==> config.mk <==
export PLATFORM = sky130hd
export DESIGN_NAME = lesf_best
export DESIGN_NICKNAME = d
export VERILOG_FILES = /design/src/rtl/core/lesf_pkg.sv /design/src/rtl/core/lesf_best.sv
export VERILOG_INCLUDE_DIRS = /design/src /design/src/rtl/core
export SDC_FILE = /design/constraint.sdc
export NUM_CORES = 1
export LEC_CHECK = 0
export ABC_AREA = 1
export BUFFER_PORTS_ARGS = -buffer_cell sky130_fd_sc_hd__buf_2
export CAP_MARGIN = 10
export CORE_MARGIN = 10
export CORE_UTILIZATION = 40
export CTS_CLUSTER_SIZE = 8
export DETAILED_ROUTE_END_ITERATION = 6
export GPL_ROUTABILITY_DRIVEN = 1
export PLACE_DENSITY_LB_ADDON = 0.25
export RECOVER_POWER = 100
export SLEW_MARGIN = 40
export SYNTH_ARGS = -nofsm -noshare
export SYNTH_HDL_FRONTEND = slang
export SYNTH_SLANG_ARGS = --single-unit
==> constraint.sdc <==
create_clock -name clk -period 6.6 [get_ports clk]
set_clock_uncertainty 0.05 [all_clocks]
set_input_delay 0.33 -clock clk [delete_from_list [all_inputs] [get_ports clk]]
set_output_delay 0.33 -clock clk [all_outputs]
set_load 0.02 [all_outputs]
==> src/rtl/core/largest_empty_square_finder_core_defines.svh <==
// Assertion macros shared by the largest empty square finder RTL.
// Included by files that carry concurrent assertions; no other dependencies.
`ifndef LARGEST_EMPTY_SQUARE_FINDER_CORE_DEFINES_SVH
`define LARGEST_EMPTY_SQUARE_FINDER_CORE_DEFINES_SVH

`ifndef SYNTHESIS
// Clocked assertion, disabled while reset is high.
`define LESF_ASSERT(lbl, clk, rst, prop, msg) \
  lbl: assert property (@(posedge clk) disable iff (rst) prop) else $error(msg);
// Clocked assertion that also holds during reset.
`define LESF_ASSERT_ALWAYS(lbl, clk, prop, msg) \
  lbl: assert property (@(posedge clk) prop) else $error(msg);
`else
`define LESF_ASSERT(lbl, clk, rst, prop, msg)
`define LESF_ASSERT_ALWAYS(lbl, clk, prop, msg)
`endif

`endif

==> src/rtl/core/lesf_pkg.sv <==
// Types and constants for the largest empty square finder.
// No dependencies; imported by lesf_best and the core top level.
`timescale 1ns / 1ps

package lesf_pkg;

  localparam int SIZE_W     = 11;
  localparam int ROW_OUT_W  = 10;
  localparam int COL_OUT_W  = 10;
  localparam int CHAR_W     = 8;
  localparam int CFG_DATA_W = 11;

  localparam logic [SIZE_W-1:0] SIZE_MAX          = '1;
  localparam logic [SIZE_W-1:0] MAP_WIDTH_RST     = 11'd1;
  localparam logic [CHAR_W-1:0] OBSTACLE_CHAR_RST = 8'd111;

  typedef enum logic [0:0] {
    REG_MAP_WIDTH     = 1'b0,
    REG_OBSTACLE_CHAR = 1'b1
  } cfg_reg_e;

  typedef struct packed {
    logic [CHAR_W-1:0] cell_char;
    logic              last_cell;
  } cell_item_t;

  typedef struct packed {
    logic [SIZE_W-1:0]    square_size;
    logic [ROW_OUT_W-1:0] top_row;
    logic [COL_OUT_W-1:0] left_col;
  } result_item_t;

  // Control that travels with a candidate square into the best tracker.
  typedef struct packed {
    logic valid;
    logic last;
  } cand_ctl_t;

endpackage

==> src/rtl/core/lesf_best.sv <==
// Best-square tracker: derives the top-left corner of each candidate,
// keeps the winner and owns the result register. Depends on lesf_pkg.
`timescale 1ns / 1ps
`include "largest_empty_square_finder_core_defines.svh"

module lesf_best #(
  parameter int ROW_W = 10,
  parameter int COL_W = 10
) (
  input  logic                       clk,
  input  logic                       rst,
  input  lesf_pkg::cand_ctl_t        cand_ctl,
  input  logic [lesf_pkg::SIZE_W-1:0] cand_size,
  input  logic [ROW_W-1:0]           cand_row,
  input  logic [COL_W-1:0]           cand_col,
  output logic                       hold,
  output logic                       result_valid,
  input  logic                       result_ready,
  output lesf_pkg::result_item_t     result
);
  import lesf_pkg::*;

  localparam int RC_W = (ROW_W > COL_W) ? ROW_W : COL_W;
  localparam int TW   = ((RC_W > SIZE_W) ? RC_W : SIZE_W) + 1;

  cand_ctl_t          s2_ctl;
  logic [SIZE_W-1:0]  s2_size;
  logic [ROW_W-1:0]   s2_row;
  logic [COL_W-1:0]   s2_col;

  logic [SIZE_W-1:0]  best_size, best_size_next;
  logic [ROW_W-1:0]   best_row, best_row_next;
  logic [COL_W-1:0]   best_col, best_col_next;

  logic [TW-1:0]      row_inc, col_inc, size_ext;
  logic [ROW_W-1:0]   top;
  logic [COL_W-1:0]   lft;
  logic               better, leave;

  assign hold  = s2_ctl.valid && s2_ctl.last && result_valid && !result_ready;
  assign leave = s2_ctl.valid && !hold;

  // Top-left corner from the bottom-right cell and the size, floored at 0.
  always_comb begin
    row_inc  = TW'(s2_row) + TW'(1);
    col_inc  = TW'(s2_col) + TW'(1);
    size_ext = TW'(s2_size);
    top = (row_inc >= size_ext) ? ROW_W'(row_inc - size_ext) : '0;
    lft = (col_inc >= size_ext) ? COL_W'(col_inc - size_ext) : '0;
    better = (s2_size != '0) &&
             ((s2_size > best_size) ||
              ((s2_size == best_size) &&
               ((top < best_row) || ((top == best_row) && (lft < best_col)))));
    best_size_next = better ? s2_size : best_size;
    best_row_next  = better ? top : best_row;
    best_col_next  = better ? lft : best_col;
  end

  always_ff @(posedge clk) begin
    if (rst) begin
      s2_ctl <= '0;
    end else if (!hold) begin
      s2_ctl <= cand_ctl;
    end
  end

  always_ff @(posedge clk) begin
    if (!hold) begin
      s2_size <= cand_size;
      s2_row  <= cand_row;
      s2_col  <= cand_col;
    end
  end

  // Best square; cleared once a map's result is taken into the output register.
  always_ff @(posedge clk) begin
    if (rst) begin
      best_size <= '0;
      best_row  <= '0;
      best_col  <= '0;
    end else if (leave) begin
      if (s2_ctl.last) begin
        best_size <= '0;
        best_row  <= '0;
        best_col  <= '0;
      end else begin
        best_size <= best_size_next;
        best_row  <= best_row_next;
        best_col  <= best_col_next;
      end
    end
  end

  always_ff @(posedge clk) begin
    if (rst) begin
      result_valid <= 1'b0;
    end else if (leave && s2_ctl.last) begin
      result_valid <= 1'b1;
    end else if (result_ready) begin
      result_valid <= 1'b0;
    end
  end

  always_ff @(posedge clk) begin
    if (leave && s2_ctl.last) begin
      result.square_size <= best_size_next;
      result.top_row     <= ROW_OUT_W'(best_row_next);
      result.left_col    <= COL_OUT_W'(best_col_next);
    end
  end

  `LESF_ASSERT(a_best_cleared, clk, rst, leave && s2_ctl.last |=> best_size == '0, "best not cleared after map end")
  `LESF_ASSERT(a_best_grows, clk, rst, leave && !s2_ctl.last |=> best_size >= $past(best_size), "best size shrank within a map")
  `LESF_ASSERT(a_hold_needs_full, clk, rst, hold |-> result_valid && s2_ctl.last, "pipeline held without pending result")

endmodule

==> results of run 1 <==
## cell families after synthesis
family	Yosys count	share of synthesized area
buffers and inverters	125	0.0848
flip-flops	96	0.392
AND/OR/NAND/NOR	335	0.299
adder cells (fa/ha/maj)	56	0.110
AO/OA/AOI/OAI	73	0.0819
XOR/XNOR	23	0.0311
## path summary, 6_finish.rpt
path               start           to  slack [ps]  depth (start not counted)
min          cand_col[9]    s2_col[9]         100                          1
max            s2_row[0]   result[28]        1790                         29
max reg2reg    s2_row[0]   result[28]        1790                         29
min reg2reg  best_col[1]  best_col[1]         420                          2
## registers in the layout, indices dropped and copies added (netlist names)
signal	cells
s2_col	10
best_size	11
s2_ctl	2
s2_row	10
best_row	10
best_col	10
result	31
s2_size	11
result_valid	1
## synthesized netlist by cell type, types with 2 or more instances
| master | n |
|---|---|
| a21oi_1 | 20 |
| clkbuf_1 | 9 |
| a211oi_1 | 3 |
| or2_2 | 9 |
| fa_1 | 2 |
| o21ai_0 | 5 |
| nand2_2 | 5 |
| buf_4 | 2 |
| nor2_1 | 48 |
| ha_1 | 54 |
| a21o_1 | 2 |
| and2_1 | 31 |
| nand3_2 | 30 |
| o21ai_1 | 2 |
| dfxtp_1 | 34 |
| inv_2 | 2 |
| a21oi_2 | 31 |
| buf_6 | 3 |
| edfxtp_1 | 62 |
| nand4_1 | 8 |
| nand3_1 | 56 |
| or2_1 | 3 |
| a31oi_1 | 4 |
| nand2_1 | 100 |
| xnor2_1 | 8 |
| buf_12 | 3 |
| nor3_1 | 4 |
| nor4_1 | 4 |
| inv_1 | 104 |
| xor2_1 | 15 |
| nand2_4 | 32 |
| nand3b_1 | 2 |
## per-stage QoR
stage	std cells	hold WS [ps]	instance area (um2)
2_1_floorplan	708	379	6480
3_3_place_gp	976	403	6970
3_5_place_dp	980	415	7050
4_1_cts	995	87.2	7310
5_1_grt	995	87.6	6990
6_report	995	101	6990
## power by group
group | switching (mW) | leakage (nW) | internal (mW)
clock network | 0.224 | 0.129 | 0.252
logic | 0.241 | 1.92 | 0.152
registers | 0.0167 | 0.889 | 0.673
total | 0.482 | 2.94 | 1.08
## cell type report
cell class              instances  area [um2]  share of cell area
clock inverters                 4        23.8             0.00340
inverters                     106         398              0.0569
well taps                     216         270              0.0387
multi-input cells             487        3130               0.448
repair buffers                 75         394              0.0564
flip-flops and latches         96        2540               0.364
clock buffers                  11         233              0.0333
## metal layers
metal | share of wire | vias to the layer above | track usage
li1 | - | 2474 | -
met1 | 0.49 | 2199 | 0.187
met2 | 0.45 | 99 | 0.218
met3 | 0.053 | 12 | 0.0289
met4 | 0.013 | 0 | 0.0550
met5 | 0 | - | 0
## worst reg2reg max path: cells and delay by family (launching register included)
kind,cells,cell delay (ps)
buf+inv,5,380
compound gates,3,480
fa+ha+maj,3,790
flops,1,380
xor+xnor,1,160
simple gates,17,2420
==> summary.txt, run 1 <==
Status
  • Status: finished with violations
  • Violated checks: max-capacitance violations, max-slew violations

Drt
  • Total vias in the final route: approximately 4.8k
  • ANT nets after route: 0
  • WL final: between 10000 and 15000 um
  • DR DRC count: 0
  • First-pass DRT Iterations: 5
  • Wire per inst: roughly 15 um
  • Vias/cell: 4.81
  • DR iter-0 viols: between 200 and 250

Clock network
  • CTS Buf Count: 9
  • Skew-Pair Late Insertion Delay: 350 ps
  • Clock-pin slew on the worst setup and hold paths: 60 ps
  • H-tree levels: 3
  • CTS tree: built
  • Clock sinks: 96
  • Cell chosen for the clock root: clkbuf_16
  • Clock Path Buffers: 2
  • Cts hold-fix bufs: 0
  • Post-CTS Setup Bufs: 0
  • Post-cts repair resize count: 0

Placed design
  • Final HPWL DP: 11700 um
  • Pre-CTS WS: roughly 1600 ps
  • Placer Congestion: between 0.8 and 0.9
  • IO buf count: between 60 and 70

Power
  • Power Density: between 200 and 250 nW/um2
  • Worst IR Drop VDD: 0.142 mV
  • Total power: between 1.5 and 2 mW
  • Static leakage power: slightly below 3 nW

Hold path
  • Worst hold path class: in2reg

GRT
  • Initial antenna violation count: 0
  • Overflow after GRT: 0
  • Vias in the first global route: ~4.9k
  • First-pass GRT wire length: around 25000 um
  • Largest net degree at the start of global routing: 35
  • All-Layer GR Usage: 0.141

Layout
  • Commonest non-fill, non-tap cells in the layout: nand2_1, inv_1, edfxtp_1
  • Area growth from synthesis to layout: 7.86%
  • Ratio of cells with drive above 1 in the final layout: 0.162
  • Commonest non-fill, non-tap cell in the layout: nand2_1
  • Final net count: 867
  • Ant. Diodes: 0
  • # fillers: 1634
  • Finished Core Util: 0.440

Yosys
  • Post-synth top area cell: edfxtp_1
  • Post-synth top flop: edfxtp_1
  • Ys Warns: 0
  • Synth area leaders: edfxtp_1, dfxtp_1, ha_1
  • Cell variety after synth: 43
  • Register area share after synthesis: 0.392
  • Async set-reset flop share out of synthesis: 0
  • Synth top area share: 0.287
  • FF+latch count, synth: between 90 and 100
  • Syn Inst Count: 708
  • Post-synth EDFFs: 62
  • Syn nets: 800
  • Syn_area_per_cell: a little over 9 um2
  • Mapped cell area: roughly 6500 um2

Timing
  • Slew headroom: -0.201
  • RSZ-0062 raised after global routing: false
  • Fin crit share: 0.729
  • Slew @ Worst Pin: 1800 ps
  • Setup Viol. Count Final: 0
  • Setup WS post-layout: approximately 1800 ps
  • Max Slew Vio Count: 65
  • Setup TNS Final: 0 ps
  • Max Clk Rate: 208 MHz
  • Post-layout minimum cycle time: slightly below 5000 ps
  • Final hold vios: 0

Floorplan
  • Die width: between 100 and 150 um
  • Starting Density: 0.408
  • Core Region: between 15000 and 20000 um2
  • Die area: approximately 22000 um2
  • Site Rows: 46
  • IO Pins: 69
  • Die Y: roughly 150 um

Worst setup path
  • Required time of the critical path: around 6800 ps
  • Crit start category: flip-flop
  • Critical path endpoint category: flip-flop
  • WP buf/inv: 5
  • Slowest cell on the critical path: edfxtp_1
  • Slowest stage delay, CP: roughly 380 ps
  • CP top delay family: simple AND/OR/NAND/NOR gates
  • Cell mode on critical path: nand3_1
  • Crit path kind: reg2reg
  • WP data arrival: between 4000 and 5000 ps
  • Crit Path Max Fanout: 32

Job
  • Max-cap viol count: 2
Power figures use the tool's default switching activity.
==> inputs of run 2 (changes only) <==
==> constraint.sdc (replaced) <==
create_clock -name clk -period 4.6 [get_ports clk]
set_clock_uncertainty 0.05 [all_clocks]
set_input_delay 0.23 -clock clk [delete_from_list [all_inputs] [get_ports clk]]
set_output_delay 0.23 -clock clk [all_outputs]
set_load 0.02 [all_outputs]
==> run 2 against run 1 <==
  * The flow still finishes with violations (max-capacitance violations, max-slew violations)
  * First-iteration DRC count increased by 15%
  * Non-clock buffer count is 57 higher
  * Die area unchanged
  * Worst setup slack got worse by 1600 ps
  * Core utilization grew 8.2 points
  * Sequential share of layout area shrank 5.7 points
  * Fmax is 9.6% higher
  * Power increased by 66%
  * Flip-flop and latch count unchanged
  * Hold slack got worse by 58 ps
  * Critical path type unchanged
==> summary.txt, run 2 (synthesis gave the netlist of run 1 again) <==
GRT
  • Overflow after GRT: 0
  • Vias in the first global route: between 5k and 6k
  • Met3 Usage GRT: 0.0283
  • All-Layer GR Usage: 0.148
  • GRT busiest layer: met2
  • Routing usage on met2: 0.234
  • Largest net degree at the start of global routing: 35
  • First-pass GRT wire length: around 26000 um
  • Initial antenna violation count: 0
  • Met1 GRT Util: 0.191

Clock network
  • Clock-pin slew on the worst setup and hold paths: approximately 70 ps
  • H-tree levels: 3
  • CTS Buf Count: 9
  • Clock sinks: 96
  • Cell chosen for the clock root: clkbuf_16
  • Skew-Pair Late Insertion Delay: about 360 ps
  • CTS tree: built
  • Clock Path Buffers: 2

Power
  • Switching Share: 0.312
  • Static leakage power: 3.47 nW
  • Clock group share of total power: 0.325
  • Power Density: between 300 and 400 nW/um2
  • Sequential share of power: 0.382
  • Total power: about 2.6 mW
  • Net Switching: just over 800 uW
  • P_int: 1.78 mW
  • Worst IR Drop VDD: between 0.15 and 0.2 mV
  • Combinational Power Share: 0.293

Worst setup path
  • Cell mode on critical path: nand3_2
  • Slowest stage delay, CP: 370 ps
  • Critical path endpoint category: flip-flop
  • Crit start category: flip-flop
  • Slowest cell on the critical path: edfxtp_1
  • WP data arrival: roughly 4500 ps
  • Crit Path Max Fanout: 8
  • Required time of the critical path: about 4700 ps
  • Crit path kind: reg2reg

Timing
  • Setup TNS Final: 0 ps
  • Setup Viol. Count Final: 0
  • Post-layout minimum cycle time: about 4400 ps
  • Setup WS post-layout: between 200 and 250 ps
  • Slew headroom: -0.216
  • RSZ-0062 raised after global routing: true
  • Max Clk Rate: between 200 and 250 MHz
  • Max Slew Vio Count: between 60 and 70
  • Slew @ Worst Pin: 1820 ps
  • Fin crit share: 0.954
  • Final hold vios: 0
  • WHS: between 40 and 50 ps

Layout
  • Ratio of cells with drive above 1 in the final layout: 0.324
  • Commonest non-fill, non-tap cells in the layout: inv_1, nand2_1, edfxtp_1
  • Commonest non-fill, non-tap cell in the layout: inv_1
  • Ant. Diodes: 0
  • Register area: roughly 2500 um2
  • Area growth from synthesis to layout: 28.0%
  • Final net count: between 900 and 1k
  • Register bank with the most flops: result
  • Largest regs: result: 31 flops, best_size: 11 flops, s2_size: 11 flops
  • Filler-free cell count of the finished design: roughly 1.1k
  • Max reg flops: 31
  • # fillers: between 1.5k and 2k
  • Post-route cell area: around 8300 um2
  • Finished Core Util: 0.522
  • Area of the multi-input gates: around 3800 um2

Floorplan
  • Die area: roughly 22000 um2
  • IO Pins: 69
  • Die width: between 100 and 150 um
  • Die Y: ~150 um
  • Starting Density: 0.408
  • Core Region: roughly 16000 um2
  • Site Rows: between 40 and 50

Hold path
  • Worst hold path class: in2reg

Status
  • Violated checks: max-capacitance violations, max-slew violations
  • Status: finished with violations

Job
  • Max-cap viol count: 2

Drt
  • Total vias in the final route: 5090
  • Vias/cell: around 4.8
  • Wire per inst: around 16 um
  • WL final: 16300 um
  • ANT nets after route: 0
  • First-pass DRT Iterations: 4
  • DR iter-0 viols: 281
  • DR DRC count: 0

Placed design
  • Pre-CTS WS: roughly 92 ps
  • Final HPWL DP: ~12000 um
  • IO buf count: a little under 70
  • # placed instances: 998
  • Placer Congestion: roughly 0.95
  • Placed instance area: a little over 7000 um2
-- run 2: path summary, 6_finish.rpt --
check                from            to  slack [ps]  cells after the start
max reg2reg     s2_row[1]    result[18]         210                     29
min           cand_ctl[1]     s2_ctl[1]          40                      3
max             s2_row[1]    result[18]         210                     29
min reg2reg  best_size[2]  best_size[2]         430                      2
-- run 2: cell type report --
cell class | count | area share
Clock buffer | 9 | 0.0272
Clock inverter | 7 | 0.0121
Inverter | 106 | 0.0480
Multi-Input combinational cell | 487 | 0.456
Sequential cell | 96 | 0.307
Tap cell | 216 | 0.0326
Timing Repair Buffer | 132 | 0.117
-- run 2: power groups by stage --
| stage | logic (mW) | clock network, mW | registers (mW) |
|---|---|---|---|
| floorplan | 0.473 | 0 | 1.01 |
| global placement | 0.625 | 0 | 1.01 |
| detailed placement | 0.645 | 0 | 1.01 |
| CTS | 0.667 | 0.867 | 0.989 |
| global route | 0.842 | 0.897 | 0.995 |
| finish | 0.760 | 0.841 | 0.990 |
-- run 2: worst max-delay path, delay by kind of cell (launching register included) --
family,cells,cell delay (ps)
AND/OR/NAND/NOR,16,1820
flip-flops,1,370
XOR/XNOR,1,150
AO/OA/AOI/OAI,3,450
adder cells (fa/ha/maj),3,690
buffers and inverters,6,610
-- run 2: metal layers --
metal,vias to the layer above,routed length (um)
met5,-,0
met1,2355,7770
met3,27,686
met2,113,7450
li1,2595,-
met4,0,440
-- run 2: timing repair --
action                     CTS  global route
gates resized for setup      0            93
hold buffers                31             0
hold endpoints to repair    31             0
setup buffers                0             6
setup endpoints to repair    0            62
==> inputs of run 3 (changes only) <==
--- a/config.mk
+++ b/config.mk
@@ -11,6 +11,7 @@
 export CAP_MARGIN = 10
 export CORE_MARGIN = 10
 export CORE_UTILIZATION = 40
+export CTS_BUF_LIST = sky130_fd_sc_hd__clkbuf_16
 export CTS_CLUSTER_SIZE = 8
 export DETAILED_ROUTE_END_ITERATION = 6
 export GPL_ROUTABILITY_DRIVEN = 1
==> constraint.sdc (replaced) <==
create_clock -name clk -period 4.7 [get_ports clk]
set_clock_uncertainty 0.05 [all_clocks]
set_input_delay 0.235 -clock clk [delete_from_list [all_inputs] [get_ports clk]]
set_output_delay 0.235 -clock clk [all_outputs]
set_load 0.02 [all_outputs]
==> run 3 against run 2 <==
  * The flow still finishes with violations (max-capacitance violations, max-slew violations)
  * Clock power is 11% lower
  * Global-route usage increased by 0.25 points
  * Via count about the same
  * Critical path depth unchanged
  * Critical path type unchanged
==> summary.txt, run 3 (synthesis gave the netlist of run 1 again) <==
Power
  • Power Density: approximately 300 nW/um2
  • Static leakage power: 3.44 nW
  • Total power: 2.47 mW
  • Worst IR Drop VDD: between 0.2 and 0.25 mV
  • Combinational Power Share: 0.306
  • Clock group share of total power: 0.302
  • P_int: between 1.5 and 2 mW
  • Switching Share: 0.320
  • Net Switching: ~790 uW
  • Sequential share of power: 0.392

Worst setup path
  • Crit path kind: reg2reg
  • WP buf/inv: 6
  • Required time of the critical path: 4760 ps
  • Cells on worst reg2reg path: 29
  • WP data arrival: about 4600 ps
  • Crit start category: flip-flop
  • Slowest cell on the critical path: edfxtp_1
  • Critical Path Start: s2_row[2]
  • Internal reg-to-reg setup slack: between 150 and 200 ps
  • Critical path endpoint category: flip-flop
  • Crit Path Max Fanout: 7
  • Slowest stage delay, CP: about 400 ps
  • Critical R2R Launch: s2_row[2]
  • CP top delay family: simple AND/OR/NAND/NOR gates
  • Worst reg2reg endpoint: result[24]

Clock network
  • Clock sinks: 96
  • CTS tree: built
  • Clock Path Buffers: 2
  • CTS Buf Count: 9
  • Skew-Pair Late Insertion Delay: about 360 ps
  • H-tree levels: 3
  • Cell chosen for the clock root: clkbuf_16
  • Clock-pin slew on the worst setup and hold paths: approximately 70 ps

GRT
  • Met1 GRT Util: 0.199
  • Met3 Usage GRT: 0.0279
  • Initial antenna violation count: 0
  • Vias in the first global route: about 5.2k
  • GRT busiest layer: met2
  • All-Layer GR Usage: 0.151
  • First-pass GRT wire length: 26400 um
  • Largest net degree at the start of global routing: 35
  • Routing usage on met2: 0.235
  • Overflow after GRT: 0

Drt
  • DR iter-0 viols: between 300 and 400
  • DR DRC count: 0
  • First-pass DRT Iterations: 5
  • ANT nets after route: 0
  • Vias/cell: approximately 5
  • WL final: ~17000 um
  • Wire per inst: between 15 and 20 um
  • Total vias in the final route: just over 5k

Status
  • Status: finished with violations
  • Violated checks: max-capacitance violations, max-slew violations

Layout
  • Ratio of cells with drive above 1 in the final layout: 0.328
  • Final net count: ~910
  • Finished Core Util: 0.519
  • Area growth from synthesis to layout: 27.1%
  • Largest regs: result: 31 flops, best_size: 11 flops, s2_size: 11 flops
  • Ant. Diodes: 0
  • Commonest non-fill, non-tap cell in the layout: inv_1
  • Commonest non-fill, non-tap cells in the layout: inv_1, nand2_1, edfxtp_1
  • Register bank with the most flops: result
  • Max reg flops: 31

Floorplan
  • Core Region: approximately 16000 um2
  • IO Pins: 69
  • Starting Density: 0.408
  • Die width: between 100 and 150 um
  • Site Rows: between 40 and 50
  • Die area: between 20000 and 25000 um2
  • Die Y: 147 um

Timing
  • Final hold vios: 0
  • Post-layout minimum cycle time: roughly 4500 ps
  • Slew headroom: -0.305
  • Setup Viol. Count Final: 0
  • RSZ-0062 raised after global routing: true
  • Max Slew Vio Count: 65
  • Fin crit share: 0.965
  • Slew @ Worst Pin: 1960 ps
  • Max Clk Rate: around 220 MHz

Hold path
  • Worst Hold End: s2_size[9]
  • Worst hold path class: in2reg
  • Hold Startpoint: cand_size[9]
  • WHS Path Cells: 1

Placed design
  • Final HPWL DP: between 10000 and 15000 um
  • Placer Congestion: around 0.9
  • IO buf count: around 70

Job
  • Max-cap viol count: 2
==> run 3: routing by layer <==
metal | vias to the layer above | wire length (um)
li1 | 2569 | -
met1 | 2377 | 8030
met2 | 117 | 7670
met3 | 22 | 665
met4 | 0 | 427
met5 | - | 0
==> run 3: worst max-delay path by stage <==
stage / to / cells after the start / slack [ps]
2_1_floorplan: result[0] / 29 / 540
3_3_place_gp: result[24] / 29 / 140
3_5_place_dp: result[24] / 28 / 20
4_1_cts: result[24] / 28 / 7
5_1_grt: result[22] / 29 / -120
6_report: result[24] / 29 / 160
==> run 3: power by group through the flow <==
| stage | sequential [mW] | combinational [mW] | clock (mW) |
|---|---|---|---|
| global placement | 0.986 | 0.604 | 0 |
| finish | 0.969 | 0.757 | 0.746 |
| CTS | 0.968 | 0.647 | 0.760 |
| detailed placement | 0.987 | 0.631 | 0 |
| floorplan | 0.989 | 0.463 | 0 |
| global route | 0.973 | 0.838 | 0.790 |
==> run 3: area by class of cell <==
class / instances / area (um2)
well taps: 216 / 270
fillers: 1451 / 7650
inverters: 106 / 398
clock buffers: 9 / 225
flip-flops and latches: 96 / 2540
multi-input cells: 489 / 3870
repair buffers: 120 / 870
clock inverters: 7 / 62.6
==> run 3: stage by stage <==
step	hold slack (ps)	setup WS, ps	TNS (ps)	instance area (um2)	cells
2_1_floorplan	284	545	0	6480	708
3_3_place_gp	361	137	0	7110	989
3_5_place_dp	363	18.9	0	7150	991
4_1_cts	0.0926	6.63	0	7670	1030
5_1_grt	0.840	-122	-4670	8240	1043
6_report	8.00	163	0	8240	1043
==> run 3: worst reg2reg max path: cells and delay by family (launching register included) <==
| family | cells | cell delay [ps] |
|---|---|---|
| buf+inv | 6 | 480 |
| simple gates | 20 | 2590 |
| compound gates | 1 | 160 |
| fa+ha+maj | 2 | 640 |
| flops | 1 | 400 |
==> run 3: what timing repair did <==
item | in CTS | in global routing
gates resized for setup | 0 | 102
endpoints found under the setup margin | 0 | 62
hold endpoints to repair | 23 | 0
buffers inserted | 0 | 9
hold buffers | 23 | 0
